`config.mk`:
```
export PLATFORM = sky130hd
export DESIGN_NAME = mqbf_ram
export DESIGN_NICKNAME = d
export VERILOG_FILES = /design/src/mqbf_ram.sv
export SDC_FILE = /design/constraint.sdc
export NUM_CORES = 2
export LEC_CHECK = 0
export BUFFER_PORTS_ARGS = -buffer_cell sky130_fd_sc_hd__buf_2
export CAP_MARGIN = 20
export CORE_UTILIZATION = 50
export DETAILED_ROUTE_END_ITERATION = 10
export GPL_ROUTABILITY_DRIVEN = 1
export PLACE_DENSITY = 0.62
export SLEW_MARGIN = 10
export SYNTH_ARGS = -nofsm -noshare
export SYNTH_HDL_FRONTEND = slang
export SYNTH_SLANG_ARGS = --single-unit
```
`constraint.sdc`:
```
create_clock -name i_clk -period 4.05 [get_ports i_clk]
set_input_delay 0.2025 -clock i_clk [delete_from_list [all_inputs] [get_ports i_clk]]
set_output_delay 0.2025 -clock i_clk [all_outputs]
set_load 0.005 [all_outputs]
```
`src/mqbf_ram.sv`:
```
module mqbf_ram #(
    parameter int WIDTH = 8,
    parameter int DEPTH = 256,
    localparam int AW   = (DEPTH > 1) ? $clog2(DEPTH) : 1
) (
    input  logic             i_clk,
    input  logic             i_we,
    input  logic [AW-1:0]    i_waddr,
    input  logic [WIDTH-1:0] i_wdata,
    input  logic [AW-1:0]    i_raddr,
    output logic [WIDTH-1:0] o_rdata
);

    logic [WIDTH-1:0] r_mem [DEPTH];
    logic [WIDTH-1:0] r_rdata;

    // single write port, registered read port
    always_ff @(posedge i_clk) begin
        if (i_we) begin
            r_mem[i_waddr] <= i_wdata;
        end
        r_rdata <= r_mem[i_raddr];
    end

    assign o_rdata = r_rdata;

endmodule

```
==> impl_metrics.env <==
export IMPL_synth_area_um2=79560
export IMPL_firstDrtPassIters=5
export IMPL_end_kind="flip-flop"
export IMPL_die_area_um2=160700
export IMPL_synth_compound_area_share=0.03419
export IMPL_finalClockSkew_ns=0.03513
export IMPL_crit_path_start_kind="flip-flop"
export IMPL_crit_type="reg2reg"
export IMPL_cts_tree="built"
export IMPL_drv_cap=0
export IMPL_insertion_delay_ns=0.84
export IMPL_finalCritPeriodShare=0.7600
export IMPL_finalSetupViolations=0
export IMPL_ys_flop_type="edfxtp_1"
export IMPL_die_width_um=400.9
export IMPL_worstPathCellList="mux4_2, a22o_1, a221oi_1, o32ai_1, nor3_1, nor4_1"
export IMPL_critical_path_top_delay_family="compound AO/OA/AOI/OAI gates"
export IMPL_min_from="i_wdata[0]"
export IMPL_drt_wl_total_um=197300
export IMPL_status="complete, but fails checks"
export IMPL_post_synth_top_area_fraction=0.7730
export IMPL_synth_top_family_by_area="multiplexers"
export IMPL_synth_nets=3759
export IMPL_post_drt_wl_per_cell_um=31.81
export IMPL_synth_xor_area_frac=0
export IMPL_vias=38940
export IMPL_critPathBufInv=0
export IMPL_hold_class="in2reg"
export IMPL_layout_common_cells="edfxtp_1, mux4_2, nor2_1"
export IMPL_slowest_delay_ns=0.88
export IMPL_place_area_um2=83010
export IMPL_cts_sinks=2056
export IMPL_synthSimpleGateAreaFrac=0.02628
export IMPL_fin_tns_setup_ns=0
export IMPL_synth_fa_ha_area_frac=0
export IMPL_syn_avg_cell_area_um2=21.31
export IMPL_synth_seq_cells=2056
export IMPL_postRouteAntennaNets=0
export IMPL_violations="hold timing"
export IMPL_arrival_ns=3.75
export IMPL_reg2reg_depth=6
export IMPL_holdPathEnd="r_mem[78][0]"
export IMPL_relSlewSlack=0.1997
export IMPL_initial_utilization=0.5029
export IMPL_grt_pass1_vias=39050
export IMPL_grt_util_all_layers=0.2472
export IMPL_layout_min_cycle_time_ns=3.078
export IMPL_coreArea_um2=158200
export IMPL_tightest_slew_ns=1.201
export IMPL_finalNetCount=3987
export IMPL_fillCellCount=11680
export IMPL_numCtsBuffers=203
export IMPL_clk_pin_slew_ns=0.06
export IMPL_p_per_area_nw_per_um2=490.7
export IMPL_synth_edf_count=2048
export IMPL_muxShareOfSynthArea=0.1462
export IMPL_stdcell_area_um2=89550
export IMPL_drive_above_1_share=0.2444
export IMPL_r2r_start="r_mem[83][5]"
export IMPL_r2r_end="o_rdata[5]"
export IMPL_grt_overflow=0
export IMPL_slowest_stage="nor3_1"
export IMPL_worst_ep_required_time_ns=4.73
export IMPL_initialDrtViolationCount=4212
export IMPL_antenna_found_initial=9
export IMPL_ios=34
export IMPL_grt_max_degree=163
export IMPL_hpwlAfterDp_um=121500
export IMPL_grt_pass1_wl_um=283600
export IMPL_rsz0062_at_grt="false"
export IMPL_numPortBuffers=33
export IMPL_yosys_warnings=0
export IMPL_dp_slack_ns=0.4645
export IMPL_cts_root_buf="clkbuf_16"
export IMPL_hold_viol=5
export IMPL_via_per_inst=6.277
export IMPL_netlist_instances=3733
export IMPL_netlist_top_cells_area="edfxtp_1, mux4_2, mux2i_1"
export IMPL_fin_ws_ns=0.9719
export IMPL_ir_worst_vdd_mv=0.4412
export IMPL_power_leakage_uw=0.02783
export IMPL_drc=0
export IMPL_timing_fmax_ghz=0.3249
export IMPL_drv_slew=0
export IMPL_synth_async_sr_flop_share=0
export IMPL_cts_max_level=4
export IMPL_synth_largest_area_cell="edfxtp_1"
export IMPL_final_common_cell="edfxtp_1"
export IMPL_ys_seq_area_frac=0.7750
export IMPL_r2r_slack_ns=0.97
export IMPL_holdWs_ns=-0.03296
export IMPL_path_max_fanout=1
export IMPL_rows=146
export IMPL_yosysUniqueCellTypes=55
export IMPL_hold_path_depth=1
export IMPL_die_y_um=400.9
export IMPL_globalplace_congestion=0.8470
export IMPL_cts_buffer_depth=3
export IMPL_area_growth_pct=12.56
-- cell usage after synthesis (3+ instances only) --
master	count
dfxtp_1	8
or2_2	4
nand2b_1	8
buf_1	22
buf_4	27
buf_12	8
nand4_1	10
mux2i_1	134
nor3_1	22
nand3_1	34
o22a_1	5
nor2b_1	31
nor4_1	24
edfxtp_1	2048
o32ai_1	4
a22o_1	8
o221ai_1	46
and2_1	6
a221oi_1	13
nor4_2	3
nor2_1	282
buf_2	31
a21oi_1	96
nand2_1	33
o22ai_1	28
a211oi_1	16
a22oi_1	133
mux4_2	454
buf_6	21
o211ai_1	10
buf_8	13
clkbuf_1	111
o21ai_0	10
-- worst register-to-register path: stages, from the launching register on --
cell and delay [ns]:
edfxtp_1 0.36, mux4_2 0.47, a22o_1 0.27, a221oi_1 0.56, o32ai_1 0.23, nor3_1 0.88, nor4_1 0.15
-- what timing repair did --
item | in CTS | in global routing
hold endpoints to repair | 555 | 0
resized for setup | 0 | 0
setup buffers | 0 | 0
hold buffers | 7 | 0
-- how the worst max path moves through the flow --
stage	slack (ns)	from	cells after the start	end
4_1_cts	1.05	r_mem[83][5]	6	o_rdata[5]
3_3_place_gp	0.30	i_raddr[1]	7	o_rdata[6]
2_1_floorplan	1.91	i_raddr[0]	9	o_rdata[2]
6_report	0.97	r_mem[83][5]	6	o_rdata[5]
3_5_place_dp	0.46	i_raddr[0]	8	o_rdata[1]
5_1_grt	1.03	r_mem[80][5]	6	o_rdata[5]
-- report_power, final --
group / total, uW / internal (uW) / leakage (uW) / switching [uW]
combinational: 2150 / 760 / 0.00621 / 1390
sequential: 23500 / 23500 / 0.0185 / 46.8
clock: 18300 / 10400 / 0.00316 / 7890
total: 43900 / 34600 / 0.0278 / 9320
-- layout make-up --
class / count / area (um2) / area share
Sequential cell: 2056 / 61660 / 0.6885
Antenna cell: 6 / 15.01 / 0.0001677
Timing Repair Buffer: 256 / 2325 / 0.02596
Clock inverter: 104 / 937.1 / 0.01046
Tap cell: 2072 / 2592 / 0.02895
Clock buffer: 265 / 5517 / 0.06160
Multi-Input combinational cell: 1442 / 16500 / 0.1842
Inverter: 2 / 7.507 / 0.00008383
-- kinds of logic after synthesis --
family,after synthesis
compound gates,385
mux,591
flops,2056
buf+inv,235
simple gates,466
-- per-stage QoR --
step                  util  instances  hold slack, ns  power [uW]
finish              0.5661       6203        -0.03296       43940
global route        0.5660       6197         0.01619       45070
CTS                 0.5660       6197         0.01083       44210
detailed placement  0.5247       5821          0.6602       26110
global placement    0.5247       5820          0.6482       26090
floorplan                -       3733          0.3014       25060
-- layer usage --
| layer | wire (um) | track usage |
|---|---|---|
| met1 | 82700 | 0.3621 |
| met2 | 94690 | 0.3881 |
| met3 | 15230 | 0.04251 |
| met4 | 4631 | 0.06628 |
| met5 | 51 | 0 |
-- sequential cells by signal (all words and copies together), names as in the netlist --
name and cells:
o_rdata 8, r_mem 2048
Power figures use the tool's default switching activity.
