--- config.mk ---
export PLATFORM = sky130hd
export DESIGN_NAME = mqbf_ctrl
export DESIGN_NICKNAME = d
export VERILOG_FILES = /design/src/mqbf_pkg.sv /design/src/mqbf_ctrl.sv
export SDC_FILE = /design/constraint.sdc
export NUM_CORES = 1
export LEC_CHECK = 0
export ABC_AREA = 1
export BUFFER_PORTS_ARGS = -buffer_cell sky130_fd_sc_hd__buf_2
export CORE_UTILIZATION = 45
export DETAILED_ROUTE_END_ITERATION = 6
export GPL_TIMING_DRIVEN = 0
export PLACE_DENSITY = 0.73
export REMOVE_ABC_BUFFERS = 1
export SKIP_CTS_REPAIR_TIMING = 1
export SLEW_MARGIN = 20
export SYNTH_ARGS = -nofsm -noshare
export SYNTH_HDL_FRONTEND = slang
export SYNTH_SLANG_ARGS = --single-unit
export TNS_END_PERCENT = 50
--- constraint.sdc ---
create_clock -name i_clk -period 8.4 [get_ports i_clk]
set_input_delay 1.26 -clock i_clk [delete_from_list [all_inputs] [get_ports i_clk]]
set_output_delay 1.26 -clock i_clk [all_outputs]
set_load 0.005 [all_outputs]
--- src/mqbf_pkg.sv ---
package mqbf_pkg;

    // queue set dimensions
    localparam int NUM_QUEUES      = 8;
    localparam int MAX_QUEUE_BYTES = 256;

    // fixed field widths
    localparam int FUNC_W = 2;
    localparam int QID_W  = 3;
    localparam int BYTE_W = 8;
    localparam int SIZE_W = 9;
    localparam int IDX_W  = 8;
    localparam int CNT_W  = 9;
    localparam int LG_W   = 4;

    // derived widths
    localparam int QI_W        = (NUM_QUEUES > 1) ? $clog2(NUM_QUEUES) : 1;
    localparam int QB_W        = $clog2(MAX_QUEUE_BYTES);
    localparam int STORE_DEPTH = NUM_QUEUES * MAX_QUEUE_BYTES;
    localparam int STORE_AW    = $clog2(STORE_DEPTH);

    // request operation codes
    typedef enum logic [FUNC_W-1:0] {
        F_PUT    = 2'd0,
        F_GET    = 2'd1,
        F_CREATE = 2'd2,
        F_DELETE = 2'd3
    } t_func;

    // sequencer states
    typedef enum logic [2:0] {
        S_IDLE = 3'b001,
        S_DESC = 3'b010,
        S_DATA = 3'b100
    } t_state;

    // per-queue descriptor held in the descriptor ram
    typedef struct packed {
        logic [IDX_W-1:0] widx;
        logic [IDX_W-1:0] ridx;
        logic [CNT_W-1:0] cnt;
        logic [LG_W-1:0]  lg;
    } t_desc;

    localparam int DESC_W = $bits(t_desc);

    // descriptor ram access
    typedef struct packed {
        logic            we;
        logic [QI_W-1:0] waddr;
        t_desc           wdata;
        logic [QI_W-1:0] raddr;
    } t_desc_req;

    // byte store access
    typedef struct packed {
        logic                we;
        logic [STORE_AW-1:0] waddr;
        logic [BYTE_W-1:0]   wdata;
        logic [STORE_AW-1:0] raddr;
    } t_byte_req;

    // one result transfer
    typedef struct packed {
        logic              success;
        logic [BYTE_W-1:0] read_data;
        logic [QID_W-1:0]  created_id;
        logic [CNT_W-1:0]  used_count;
        logic [CNT_W-1:0]  unused_count;
    } t_result;

endpackage

--- src/mqbf_ctrl.sv ---
module mqbf_ctrl (
    input  logic                        i_clk,
    input  logic                        i_rst_n,
    input  logic                        i_start,
    output logic                        o_busy,
    input  logic [mqbf_pkg::FUNC_W-1:0] i_func,
    input  logic [mqbf_pkg::QID_W-1:0]  i_queue_id,
    input  logic [mqbf_pkg::BYTE_W-1:0] i_data_byte,
    input  logic [mqbf_pkg::SIZE_W-1:0] i_queue_size,
    output mqbf_pkg::t_desc_req         o_desc_req,
    input  mqbf_pkg::t_desc             i_desc_rdata,
    output mqbf_pkg::t_byte_req         o_byte_req,
    input  logic [mqbf_pkg::BYTE_W-1:0] i_byte_rdata,
    output logic                        o_valid,
    output mqbf_pkg::t_result           o_result
);

    import mqbf_pkg::*;

    t_state                r_state, n_state;
    t_func                 r_func, n_func;
    logic [QID_W-1:0]      r_qid, n_qid;
    logic [BYTE_W-1:0]     r_data, n_data;
    logic [SIZE_W-1:0]     r_size, n_size;
    logic [NUM_QUEUES-1:0] r_alloc, n_alloc;
    logic                  r_valid, n_valid;
    t_result               r_res, n_res;

    logic [QI_W-1:0]  q;
    logic             q_ok;
    logic [CNT_W-1:0] qsize;
    logic [IDX_W-1:0] qmask;
    logic             size_ok;
    logic [LG_W-1:0]  req_lg;
    logic             free_found;
    logic [QI_W-1:0]  free_slot;
    logic [CNT_W-1:0] used;

    // addressed queue and its geometry from the descriptor read
    assign q     = QI_W'(r_qid);
    assign q_ok  = (int'(r_qid) < NUM_QUEUES) && r_alloc[q];
    assign qsize = CNT_W'(1) << i_desc_rdata.lg;
    assign qmask = IDX_W'(qsize - CNT_W'(1));

    // create size check and its log2
    assign size_ok = (r_size >= SIZE_W'(2)) && (r_size <= SIZE_W'(256)) &&
                     ({1'b0, r_size} <= (SIZE_W + 1)'(MAX_QUEUE_BYTES)) &&
                     ((r_size & (r_size - SIZE_W'(1))) == '0);

    always_comb begin
        req_lg = '0;
        for (int i = 0; i < SIZE_W; i++) begin
            if (r_size[i]) begin
                req_lg = LG_W'(i);
            end
        end
    end

    // lowest free slot
    always_comb begin
        free_found = 1'b0;
        free_slot  = '0;
        for (int i = NUM_QUEUES - 1; i >= 0; i--) begin
            if (!r_alloc[i]) begin
                free_found = 1'b1;
                free_slot  = QI_W'(i);
            end
        end
    end

    // sequencer: latch request, read-modify-write descriptor, fetch byte
    always_comb begin
        n_state = r_state;
        n_func  = r_func;
        n_qid   = r_qid;
        n_data  = r_data;
        n_size  = r_size;
        n_alloc = r_alloc;
        n_valid = 1'b0;
        n_res   = r_res;
        used    = '0;

        o_desc_req.we    = 1'b0;
        o_desc_req.waddr = q;
        o_desc_req.wdata = i_desc_rdata;
        o_desc_req.raddr = QI_W'(i_queue_id);

        o_byte_req.we    = 1'b0;
        o_byte_req.waddr = STORE_AW'(int'(q) * MAX_QUEUE_BYTES +
                                     int'(i_desc_rdata.widx[QB_W-1:0]));
        o_byte_req.wdata = r_data;
        o_byte_req.raddr = STORE_AW'(int'(q) * MAX_QUEUE_BYTES +
                                     int'(i_desc_rdata.ridx[QB_W-1:0]));

        case (r_state)
            S_IDLE: begin
                if (i_start) begin
                    n_func  = t_func'(i_func);
                    n_qid   = i_queue_id;
                    n_data  = i_data_byte;
                    n_size  = i_queue_size;
                    n_state = S_DESC;
                end
            end
            S_DESC: begin
                n_state = S_IDLE;
                n_valid = 1'b1;
                n_res   = '0;
                case (r_func)
                    F_PUT: begin
                        if (q_ok) begin
                            used = i_desc_rdata.cnt;
                            if (i_desc_rdata.cnt < qsize) begin
                                o_byte_req.we         = 1'b1;
                                o_desc_req.we         = 1'b1;
                                o_desc_req.wdata.widx =
                                    (i_desc_rdata.widx + IDX_W'(1)) & qmask;
                                o_desc_req.wdata.cnt  = i_desc_rdata.cnt + CNT_W'(1);
                                used                  = i_desc_rdata.cnt + CNT_W'(1);
                                n_res.success         = 1'b1;
                            end
                            n_res.used_count   = used;
                            n_res.unused_count = qsize - used;
                        end
                    end
                    F_GET: begin
                        if (q_ok) begin
                            used = i_desc_rdata.cnt;
                            if (i_desc_rdata.cnt != '0) begin
                                o_desc_req.we         = 1'b1;
                                o_desc_req.wdata.ridx =
                                    (i_desc_rdata.ridx + IDX_W'(1)) & qmask;
                                o_desc_req.wdata.cnt  = i_desc_rdata.cnt - CNT_W'(1);
                                used                  = i_desc_rdata.cnt - CNT_W'(1);
                                n_res.success         = 1'b1;
                                n_valid               = 1'b0;
                                n_state               = S_DATA;
                            end
                            n_res.used_count   = used;
                            n_res.unused_count = qsize - used;
                        end
                    end
                    F_CREATE: begin
                        if (size_ok && free_found) begin
                            n_alloc[free_slot] = 1'b1;
                            o_desc_req.we      = 1'b1;
                            o_desc_req.waddr   = free_slot;
                            o_desc_req.wdata   = '{widx: '0, ridx: '0, cnt: '0, lg: req_lg};
                            n_res.success      = 1'b1;
                            n_res.created_id   = QID_W'(free_slot);
                            n_res.unused_count = r_size;
                        end
                    end
                    F_DELETE: begin
                        if (q_ok) begin
                            n_alloc[q]    = 1'b0;
                            n_res.success = 1'b1;
                        end
                    end
                    default: begin
                        n_res = '0;
                    end
                endcase
            end
            S_DATA: begin
                n_res.read_data = i_byte_rdata;
                n_valid         = 1'b1;
                n_state         = S_IDLE;
            end
            default: begin
                n_state = S_IDLE;
            end
        endcase
    end

    // control registers
    always_ff @(posedge i_clk) begin
        if (!i_rst_n) begin
            r_state <= S_IDLE;
            r_alloc <= '0;
            r_valid <= 1'b0;
        end else begin
            r_state <= n_state;
            r_alloc <= n_alloc;
            r_valid <= n_valid;
        end
    end

    // request and result payload
    always_ff @(posedge i_clk) begin
        r_func <= n_func;
        r_qid  <= n_qid;
        r_data <= n_data;
        r_size <= n_size;
        r_res  <= n_res;
    end

    assign o_busy   = (r_state != S_IDLE);
    assign o_valid  = r_valid;
    assign o_result = r_res;

`ifndef SYNTHESIS
    // an accepted request goes straight to the descriptor read
    a_accept_desc: assert property (@(posedge i_clk) disable iff (!i_rst_n)
        (i_start && !o_busy) |=> (r_state == S_DESC))
        else $error("accepted request did not enter descriptor stage");

    // a result follows only the descriptor or byte fetch stage
    a_result_src: assert property (@(posedge i_clk) disable iff (!i_rst_n)
        r_valid |-> ($past(r_state) == S_DESC || $past(r_state) == S_DATA))
        else $error("result transfer without a finished request");

    // byte store is written only in the descriptor stage
    a_store_we: assert property (@(posedge i_clk) disable iff (!i_rst_n)
        o_byte_req.we |-> (r_state == S_DESC && r_func == F_PUT))
        else $error("byte store written outside a put");

    // reported counts never exceed one queue region
    a_count_sum: assert property (@(posedge i_clk) disable iff (!i_rst_n)
        r_valid |-> ((10'(r_res.used_count) + 10'(r_res.unused_count)) <=
                     10'(MAX_QUEUE_BYTES)))
        else $error("used plus free count exceeds queue capacity");

    // failed create reports nothing
    a_create_fail: assert property (@(posedge i_clk) disable iff (!i_rst_n)
        (r_valid && !r_res.success && r_func == F_CREATE) |->
            (r_res.used_count == '0 && r_res.unused_count == '0 &&
             r_res.created_id == '0))
        else $error("failed create reported nonzero fields");
`endif

endmodule

==> flow_metrics.env, run 1 <==
export IMPL_initial_core_util_pct=47.1
export IMPL_grt_pass1_wl_microns=26300
export IMPL_yosys_cell_types_count=55
export IMPL_endpoint_kind="primary output"
export IMPL_seq_area_frac_synth_pct=31.3
export IMPL_die_h_microns=115
export IMPL_crit_end="o_desc_req[8]"
export IMPL_criticalPathCategory="primary input to primary output"
export IMPL_yosys_warnings=0
export IMPL_cts_buffers=9
export IMPL_grt_use_met3_pct=3.58
export IMPL_min_period_ns=5.59
export IMPL_ir_worst_vdd_v=0.000127
export IMPL_r2r_start="r_func[1]"
export IMPL_grt_ovfl_total=0
export IMPL_drc=0
export IMPL_cp_common_cell="nand2_1"
export IMPL_core_sq_mm=0.0122
export IMPL_slew_headroom_pct=37.8
export IMPL_synthArstFlopShare_pct=0
export IMPL_pwr_share_seq_pct=37.1
export IMPL_clkSinkCount=64
export IMPL_status="finished clean"
export IMPL_p_leak_nw=3.28
export IMPL_pwr_share_comb_pct=22.7
export IMPL_rsz0062_at_grt="no"
export IMPL_slowest_stage="nor2_1"
export IMPL_fin_worst_skew_ns=0.00519
export IMPL_max_stage_delay_ns=0.44
export IMPL_crit_family="simple AND/OR/NAND/NOR gates"
export IMPL_first_global_vias=5327
export IMPL_grt_util_met1_pct=35.1
export IMPL_fin_crit_sh_pct=66.5
export IMPL_nNetsFinal=1051
export IMPL_hp_class="register to register"
export IMPL_drv_cap=0
export IMPL_r2r_end="o_result[1]"
export IMPL_p_int_uw=698
export IMPL_cts_buffer_depth=2
export IMPL_grtUsageTotal_pct=25.6
export IMPL_final_setup_tns_ns=0
export IMPL_grt_max_degree=20
export IMPL_syn_avg_cell_area_sq_um=7.04
export IMPL_syn_to_final_growth_pct=19.3
export IMPL_dpl_hpwl_microns=13100
export IMPL_path_buf_inv=4
export IMPL_drive_gt1_share_pct=23.1
export IMPL_finalMaxSlewViolations=0
export IMPL_cts_root_buf="clkbuf_16"
export IMPL_drt_total_wl_microns=16800
export IMPL_rrSetupSlack_ns=6.17
export IMPL_synth_cell_area_sq_mm=0.00575
export IMPL_cp_startpoint="i_desc_rdata[3]"
export IMPL_power_uw=994
export IMPL_antennaDiodeCount=0
export IMPL_htree_levels=3
export IMPL_switching_share_pct=29.8
export IMPL_layout_commonest_cell="nand2_1"
export IMPL_ant_nets=0
export IMPL_pin_count=161
export IMPL_hold_path_depth=2
export IMPL_cellPowerDensity_mw_per_mm2=145
export IMPL_whs_ns=0.530
export IMPL_clk_latency_ns=0.34
export IMPL_first_pass_iters=5
export IMPL_fmax_mhz=179
export IMPL_path_cells="buf_2 > nor2_2 > inv_1 > nor2_1 > inv_1 > ha_1 > nand2_1 > nand2_1 > nand2_1 > nand2_1 > nand2_1 > nand3_4 > nor2_4 > nand2_1 > nor2_1 > a21oi_1 > o21ai_1 > buf_2"
export IMPL_antenna_found_initial=0
export IMPL_drtIter0Drc=623
export IMPL_clk_pin_slew_ns=0.06
export IMPL_pwr_share_clk_pct=40.2
export IMPL_rows=40
export IMPL_ys_ff_latch=64
export IMPL_synth_main_ff_cell="edfxtp_1"
export IMPL_r2r_cells=7
export IMPL_crit_cells=18
export IMPL_portBuffers=160
export IMPL_dieArea_sq_mm=0.0132
export IMPL_avgViaCountPerCell=5.36
export IMPL_crit_required_ns=7.14
export IMPL_gr_usage_met2_pct=40.0
export IMPL_gp_congestion=0.968
export IMPL_cts_tree="done"
export IMPL_p_sw_uw=296
export IMPL_synth_edff_count=52
export IMPL_wire_per_inst_microns=14.9
export IMPL_hold_viol=0
export IMPL_syn_inst=817
export IMPL_routed_via_count=6043
export IMPL_critPathLaunchType="primary input"
export IMPL_arrival_ns=4.33
export IMPL_tightest_slew_ns=0.932
export IMPL_die_w_microns=115
export IMPL_mostFrequentLayoutCells="191 x nand2_1, 160 x buf_2, 110 x inv_1, 81 x nor2_1, 58 x o21ai_0"
export IMPL_setup_viol=0
export IMPL_crit_fanout=14
export IMPL_top_usage_layer="met2"
-- worst min path at each step --
stage | startpoint | endpoint | slack, ns
global route | r_alloc[2] | r_alloc[2] | 0.55
detailed placement | r_alloc[2] | r_alloc[2] | 0.52
CTS | r_alloc[2] | r_alloc[2] | 0.53
finish | r_alloc[2] | r_alloc[2] | 0.53
floorplan | r_alloc[2] | r_alloc[2] | 0.48
global placement | r_alloc[2] | r_alloc[2] | 0.51
-- Yosys cell counts (3+ instances only) --
cell type,count,area [sq um]
a21o_1,3,22.5
a21oi_1,48,240
a31oi_1,4,25.0
buf_2,8,40.0
buf_4,24,180
clkbuf_1,3,11.3
dfxtp_1,12,240
edfxtp_1,52,1560
ha_1,33,413
inv_1,110,413
inv_2,9,33.8
nand2_1,191,717
nand2_2,6,37.5
nand2_4,3,33.8
nand3_1,47,235
nand4_1,20,125
nor2_1,82,308
nor2_2,4,25.0
nor2_4,4,45.0
nor3_1,14,70.1
o21ai_0,58,290
o21ai_1,20,100
o21ai_2,3,26.3
o22ai_1,9,56.3
xnor2_1,3,26.3
xor2_1,9,78.8
-- final cells by class --
type | instances | area (sq um)
Inverter | 121 | 462
Clock buffer | 11 | 233
Fill cell | 1197 | 5360
Clock inverter | 5 | 81.3
Timing Repair Buffer | 163 | 838
Sequential cell | 64 | 1800
Tap cell | 168 | 210
Multi-Input combinational cell | 595 | 3230
-- flip-flops by register name, indices dropped and copies added, names as in the netlist --
signal	count
r_size	9
r_state	3
r_func	2
o_valid	1
r_alloc	8
q	3
o_result	30
r_data	8
-- worst register-to-register path, stage by stage, from the launching register on --
cell and delay [ns]:
edfxtp_1 0.41, inv_1 0.10, ha_1 0.46, inv_1 0.31
nor2_8 0.22, inv_2 0.10, or2_1 0.24, a31oi_1 0.19
-- metal layers --
layer | wire, microns | vias to the layer above
met5 | 0 | -
met4 | 530 | 0
met3 | 1220 | 36
met2 | 7430 | 288
met1 | 7650 | 2735
li1 | - | 2984
-- stage by stage --
| step | util (%) | setup WS, ns | instance area, sq um | instances |
|---|---|---|---|---|
| after floorplan | - | 3.88 | 5490 | 780 |
| after global placement | 53.2 | 2.76 | 6500 | 1108 |
| after detailed placement | 53.6 | 2.83 | 6540 | 1111 |
| after CTS | 56.1 | 2.83 | 6860 | 1127 |
| after global routing | 56.1 | 2.50 | 6860 | 1127 |
| final | 56.1 | 2.81 | 6860 | 1127 |
-- logic make-up after synthesis --
family	Yosys count	synth area share [%]
xor gates and xnor gates	12	1.83
DFF	64	31.3
adders and majority gates	35	7.88
AOI/OAI and AO/OA	160	15.5
buffers and inverters	158	12.5
muxes	1	0.174
and+or+nand+nor	387	30.8
-- power by group through the flow --
stage	Sequential (mW)	Combinational [mW]	Clock [mW]
after CTS	0.369	0.223	0.404
final	0.369	0.226	0.399
after global placement	0.376	0.218	0
after global routing	0.370	0.253	0.414
after detailed placement	0.375	0.221	0
after floorplan	0.375	0.132	0
Note: power is estimated with default switching activity, not from simulation.
==> run 2, diff against run 1 <==
Settings changed: ABC_AREA 1 to 0, PLACE_DENSITY 0.73 to 0.74.
Clock period 8.4 ns to 5.2 ns, I/O delays scaled along.
==> run 2 against run 1 <==
Compared with the run above:
- non-clock buffer count grew 1
- area after synthesis is 3.4% lower
- die area decreased by 3.4%
- wire length decreased by 3.9%
- clock-buffer cell count down 2
- first-iteration DRC count decreased by 27%
- global-route usage shrank 0.30 points
- sequential share of layout area up 0.97 points
- synthesized cell count is 22% lower
- sequential power rose by 62%
- flip-flop and latch count unchanged
- register-to-register slack got worse by 3.9 ns
- highest routed layer unchanged
==> flow_metrics.env, run 2 <==
export IMPL_first_global_vias=5135
export IMPL_cellPowerDensity_mw_per_mm2=244
export IMPL_clk_pin_slew_ns=0.06
export IMPL_layout_commonest_cell="buf_2"
export IMPL_ir_worst_vdd_v=0.000171
export IMPL_hp_class="register to register"
export IMPL_crit_fanout=14
export IMPL_grtUsageTotal_pct=25.3
export IMPL_final_area_sq_mm=0.00661
export IMPL_endpoint_kind="register"
export IMPL_synth_edff_count=52
export IMPL_rows=40
export IMPL_hold_viol=0
export IMPL_synth_area_leaders="edfxtp_1 28%, ha_1 7.4%, nand2_1 4.6%"
export IMPL_pin_count=161
export IMPL_drt_total_wl_microns=16200
export IMPL_clkSinkCount=64
export IMPL_synthTopCellsByCount="68 x nand2_1, 52 x edfxtp_1, 46 x o21ai_0, 42 x nor2_1, 34 x a21oi_1"
export IMPL_top_usage_layer="met2"
export IMPL_nNetsFinal=856
export IMPL_syn_avg_cell_area_sq_um=8.72
export IMPL_die_w_microns=113
export IMPL_drv_cap=0
export IMPL_syn_to_final_growth_pct=19.1
export IMPL_multiInputGateArea_sq_mm=0.00337
export IMPL_routed_via_count=5436
export IMPL_portBuffers=160
export IMPL_cts_tree="done"
export IMPL_criticalPathCategory="primary input to register"
export IMPL_dieArea_sq_mm=0.0128
export IMPL_cts_buffer_depth=2
export IMPL_finalMaxSlewViolations=0
export IMPL_antenna_found_initial=0
export IMPL_fin_worst_skew_ns=0.00524
export IMPL_path_buf_inv=2
export IMPL_core_sq_mm=0.0120
export IMPL_slowest_stage="fa_1"
export IMPL_rsz0062_at_grt="no"
export IMPL_final_cell_count_no_fill=911
export IMPL_arrival_ns=4.93
export IMPL_status="finished clean"
export IMPL_min_period_ns=4.88
export IMPL_slew_headroom_pct=31.9
export IMPL_syn_inst=637
export IMPL_avgViaCountPerCell=5.97
export IMPL_path_cells="buf_2 > nor2_4 > nand2_1 > or2_2 > ha_1 > o2111ai_1 > a21oi_2 > o311ai_4 > and2_4 > xnor2_1 > ha_1 > inv_1 > fa_1 > a211oi_2 > o21ai_0 > a31oi_1 > xnor2_1 > xnor3_1 > nand2_1 > a21oi_1"
export IMPL_mostFrequentLayoutCells="159 x buf_2, 68 x nand2_1, 52 x edfxtp_1, 46 x o21ai_0, 41 x nor2_1"
export IMPL_crit_required_ns=5.25
export IMPL_final_setup_tns_ns=0
export IMPL_whs_ns=0.512
export IMPL_drtIter0Drc=457
export IMPL_dp_cells=893
export IMPL_register_area_sq_mm=0.00180
export IMPL_fillers=1123
export IMPL_synth_top_cell_area_share_pct=28.1
export IMPL_wire_per_inst_microns=17.8
export IMPL_cts_buffers=9
export IMPL_critPathLaunchType="primary input"
export IMPL_grt_util_met1_pct=31.7
export IMPL_synthArstFlopShare_pct=0
export IMPL_dpl_hpwl_microns=12300
export IMPL_p_leak_nw=2.73
export IMPL_drc=0
export IMPL_htree_levels=3
export IMPL_grt_pass1_wl_microns=25700
export IMPL_grt_max_degree=33
export IMPL_gp_congestion=0.946
export IMPL_yosys_warnings=0
export IMPL_largest_register_ffs=30
export IMPL_cts_root_buf="clkbuf_16"
export IMPL_crit_family="compound AO/OA/AOI/OAI gates"
export IMPL_antennaDiodeCount=0
export IMPL_ant_nets=0
export IMPL_drive_gt1_share_pct=28.0
export IMPL_dpl_cell_area_sq_mm=0.00623
export IMPL_ys_ff_latch=64
export IMPL_die_h_microns=113
export IMPL_synth_most_common_cell="nand2_1"
export IMPL_yosys_cell_types_count=80
export IMPL_max_stage_delay_ns=0.45
export IMPL_fmax_mhz=205
export IMPL_tightest_slew_ns=1.02
export IMPL_grt_ovfl_total=0
export IMPL_fin_crit_sh_pct=93.8
export IMPL_initial_core_util_pct=46.2
export IMPL_synth_main_ff_cell="edfxtp_1"
export IMPL_grt_use_met3_pct=4.98
export IMPL_synth_cell_area_sq_mm=0.00555
export IMPL_seq_area_frac_synth_pct=32.5
export IMPL_gr_usage_met2_pct=43.1
export IMPL_setup_viol=0
export IMPL_clk_latency_ns=0.33
export IMPL_yosysTopAreaCell="edfxtp_1"
export IMPL_first_pass_iters=5
[run 2: changes by cell type in the layout (fill, tap and decap cells not counted), moves of 14 or more]
cell / before / now
a21oi_1: 48 / 34
and2_1: 1 / 17
inv_1: 110 / 27
nand2_1: 191 / 68
nand3_1: 47 / 17
nand4_1: 20 / 5
nor2_1: 81 / 41
[run 2: cell families (layout without fill, tap and decap cells)]
kind of cell	after synthesis	in the layout	share of synthesized area (%)
simple gates	240	240	23.1
compound gates	186	186	22.9
buf+inv	81	208	7.93
flops	64	64	32.5
fa+ha+maj	35	35	8.16
xor+xnor	24	24	4.03
mux	7	7	1.40
[run 2: worst paths after layout]
kind,start,end,slack (ns),depth (start not counted)
setup / recovery,i_desc_rdata[2],o_result[8],0.32,20
hold reg to reg,r_alloc[1],r_alloc[1],0.51,2
setup reg to reg,q[1],o_result[29],2.32,7
hold / removal,r_alloc[1],r_alloc[1],0.51,2
[run 2: final cells by class]
type	instances	share of cell area, %
clock buffer	9	3.41
timing repair buffer	164	12.6
inverter	28	1.59
tap	147	2.78
sequential	64	27.3
multi-input combinational	492	50.9
clock inverter	7	1.46
[run 2: power breakdown]
group	internal, mW	switching [mW]	leakage [nW]
combinational	0.147	0.217	1.98
sequential	0.579	0.0200	0.600
clock	0.419	0.231	0.149
total	1.15	0.469	2.73
[run 2: worst reg2reg max path: stages (launching register included)]
cell       delay, ns
edfxtp_1        0.55
mux2i_1         0.18
o2bb2ai_1       0.18
a2111oi_4       0.66
buf_4           0.28
and2_1          0.43
nand2_4         0.15
a32oi_1         0.27
[run 2: layer usage]
layer,share of wire [%],routed length [microns]
met1,42,6840
met2,49,7920
met3,6.5,1050
met4,2.3,367
met5,0,0
[run 2: stage by stage]
step	utilization [%]	setup WS (ns)	total power, mW
global route	55.0	0.0478	1.67
CTS	54.5	-0.233	1.60
floorplan	-	0.486	0.810
global placement	51.6	-0.478	0.947
finish	55.0	0.322	1.61
detailed placement	51.9	-0.565	0.961
==> run 3, diff against run 2 <==
Settings changed: PLACE_DENSITY 0.74 to default, PLACE_DENSITY_LB_ADDON from default to 0.25.
Clock period 5.2 ns to 5 ns, I/O delays scaled along.
==> run 3 against run 2 <==
Compared with the run above:
- die area is the same
- clock-buffer cell count unchanged
- clock skew increased by 0.0071 ns
- wire length is 0.82% higher
- highest routed layer unchanged
- final cell count rose by 0.77%
- clock power rose by 3.1%
- via count shrank 0.20%
==> flow_metrics.env, run 3 (synthesis results as in run 2) <==
export IMPL_first_pass_iters=6
export IMPL_rows=40
export IMPL_p_leak_nw=2.76
export IMPL_grt_pass1_wl_microns=24700
export IMPL_grt_max_degree=33
export IMPL_setup_viol=0
export IMPL_cts_buffer_depth=2
export IMPL_ir_worst_vdd_v=0.000190
export IMPL_antenna_found_initial=0
export IMPL_drc=0
export IMPL_dieArea_sq_mm=0.0128
export IMPL_rsz0062_at_grt="no"
export IMPL_finalMaxSlewViolations=0
export IMPL_syn_to_final_growth_pct=20.1
export IMPL_drt_total_wl_microns=16300
export IMPL_status="finished clean"
export IMPL_arrival_ns=4.84
export IMPL_criticalPathCategory="primary input to register"
export IMPL_max_stage_delay_ns=0.47
export IMPL_r2r_start="q[2]"
export IMPL_die_h_microns=113
export IMPL_cellPowerDensity_mw_per_mm2=252
export IMPL_path_cells="buf_2 > nor4b_2 > inv_1 > ha_1 > and3_1 > a211oi_2 > and2_4 > buf_4 > nand2_1 > xor2_1 > ha_1 > o21ai_0 > a21boi_1 > o21ai_0 > mux2i_1 > o41ai_1 > a21oi_1"
export IMPL_min_period_ns=4.80
export IMPL_slew_headroom_pct=28.7
export IMPL_grtUsageTotal_pct=24.7
export IMPL_final_area_sq_mm=0.00667
export IMPL_initial_core_util_pct=46.2
export IMPL_antennaDiodeCount=0
export IMPL_fmax_mhz=209
export IMPL_clk_pin_slew_ns=0.05
export IMPL_avgViaCountPerCell=5.91
export IMPL_htree_levels=3
export IMPL_pin_count=161
export IMPL_first_global_vias=4952
export IMPL_worst_slack_ns=0.205
export IMPL_routed_via_count=5425
export IMPL_clk_latency_ns=0.33
export IMPL_critPathLaunchType="primary input"
export IMPL_place_ws_ns=-0.798
export IMPL_wire_per_inst_microns=17.8
export IMPL_endpoint_kind="register"
export IMPL_drv_cap=0
export IMPL_dpl_hpwl_microns=12300
export IMPL_mostFrequentLayoutCells="159 x buf_2, 68 x nand2_1, 52 x edfxtp_1, 46 x o21ai_0, 41 x nor2_1"
export IMPL_crit_fanout=14
export IMPL_tightest_slew_ns=1.07
export IMPL_nNetsFinal=864
export IMPL_core_sq_mm=0.0120
export IMPL_ant_nets=0
export IMPL_hp_class="register to register"
export IMPL_cts_root_buf="clkbuf_16"
export IMPL_hold_viol=0
export IMPL_gp_congestion=0.940
export IMPL_clkSinkCount=64
export IMPL_grt_ovfl_total=0
export IMPL_drive_gt1_share_pct=28.9
export IMPL_die_w_microns=113
export IMPL_cp_startpoint="i_desc_rdata[2]"
export IMPL_fin_util_pct=55.5
export IMPL_layout_commonest_cell="buf_2"
export IMPL_fillers=1109
export IMPL_dpl_cell_area_sq_mm=0.00624
export IMPL_cts_buffers=9
export IMPL_slowest_stage="a211oi_2"
export IMPL_largest_register_ffs=30
export IMPL_portBuffers=160
export IMPL_drtIter0Drc=326
export IMPL_fin_worst_skew_ns=0.0123
export IMPL_fin_crit_sh_pct=95.9
export IMPL_crit_required_ns=5.05
export IMPL_min_delay_start="r_alloc[1]"
export IMPL_cts_tree="done"
## run 3: changes by cell type in the layout (fill, tap and decap cells not counted), moves of 2 or more
cell	change
buf_4	+5
clkinv_4	-2
buf_6	+2
clkinv_2	+2
## run 3: final timing paths
path / to / slack (ns) / cells after the start
min reg2reg: r_alloc[1] / 0.54 / 2
max reg2reg: o_result[10] / 2.20 / 8
min: r_alloc[1] / 0.54 / 2
max: o_result[5] / 0.20 / 17
## run 3: critical path, delay by kind of cell
kind	cells	cell delay [ns]
AO/OA/AOI/OAI	6	1.60
AND/OR/NAND/NOR	4	0.97
adder cells (fa/ha/maj)	2	0.68
buffers and inverters	3	0.49
XOR/XNOR	1	0.18
multiplexers	1	0.14
## run 3: cell type report
class / count / area [sq um] / area share (%)
Multi-Input combinational cell: 493 / 3380 / 50.6
Sequential cell: 64 / 1800 / 27.0
Timing Repair Buffer: 171 / 893 / 13.4
Clock buffer: 9 / 225 / 3.38
Tap cell: 147 / 184 / 2.76
Inverter: 28 / 105 / 1.58
Clock inverter: 6 / 85.1 / 1.28
## run 3: routing by layer
metal	vias up	wire (microns)	track usage [%]	share of wire, %
met4	0	381	9.21	2.3
met3	26	1020	4.66	6.2
li1	2602	-	-	-
met5	-	0	0	0
met1	2559	7050	31.6	43
met2	238	7860	41.6	48
## run 3: power breakdown
group | switching, mW | internal (mW)
combinational | 0.228 | 0.160
clock | 0.238 | 0.432
sequential | 0.0204 | 0.602
## run 3: metrics by stage
| stage | instances | hold WS, ns | power, mW | TNS [ns] |
|---|---|---|---|---|
| 3_3_place_gp | 891 | 0.526 | 0.984 | -2.55 |
| 4_1_cts | 908 | 0.534 | 1.67 | -1.08 |
| 5_1_grt | 918 | 0.559 | 1.74 | 0 |
| 3_5_place_dp | 893 | 0.527 | 1.00 | -2.87 |
| 6_report | 918 | 0.536 | 1.68 | 0 |
| 2_1_floorplan | 584 | 0.471 | 0.842 | 0 |
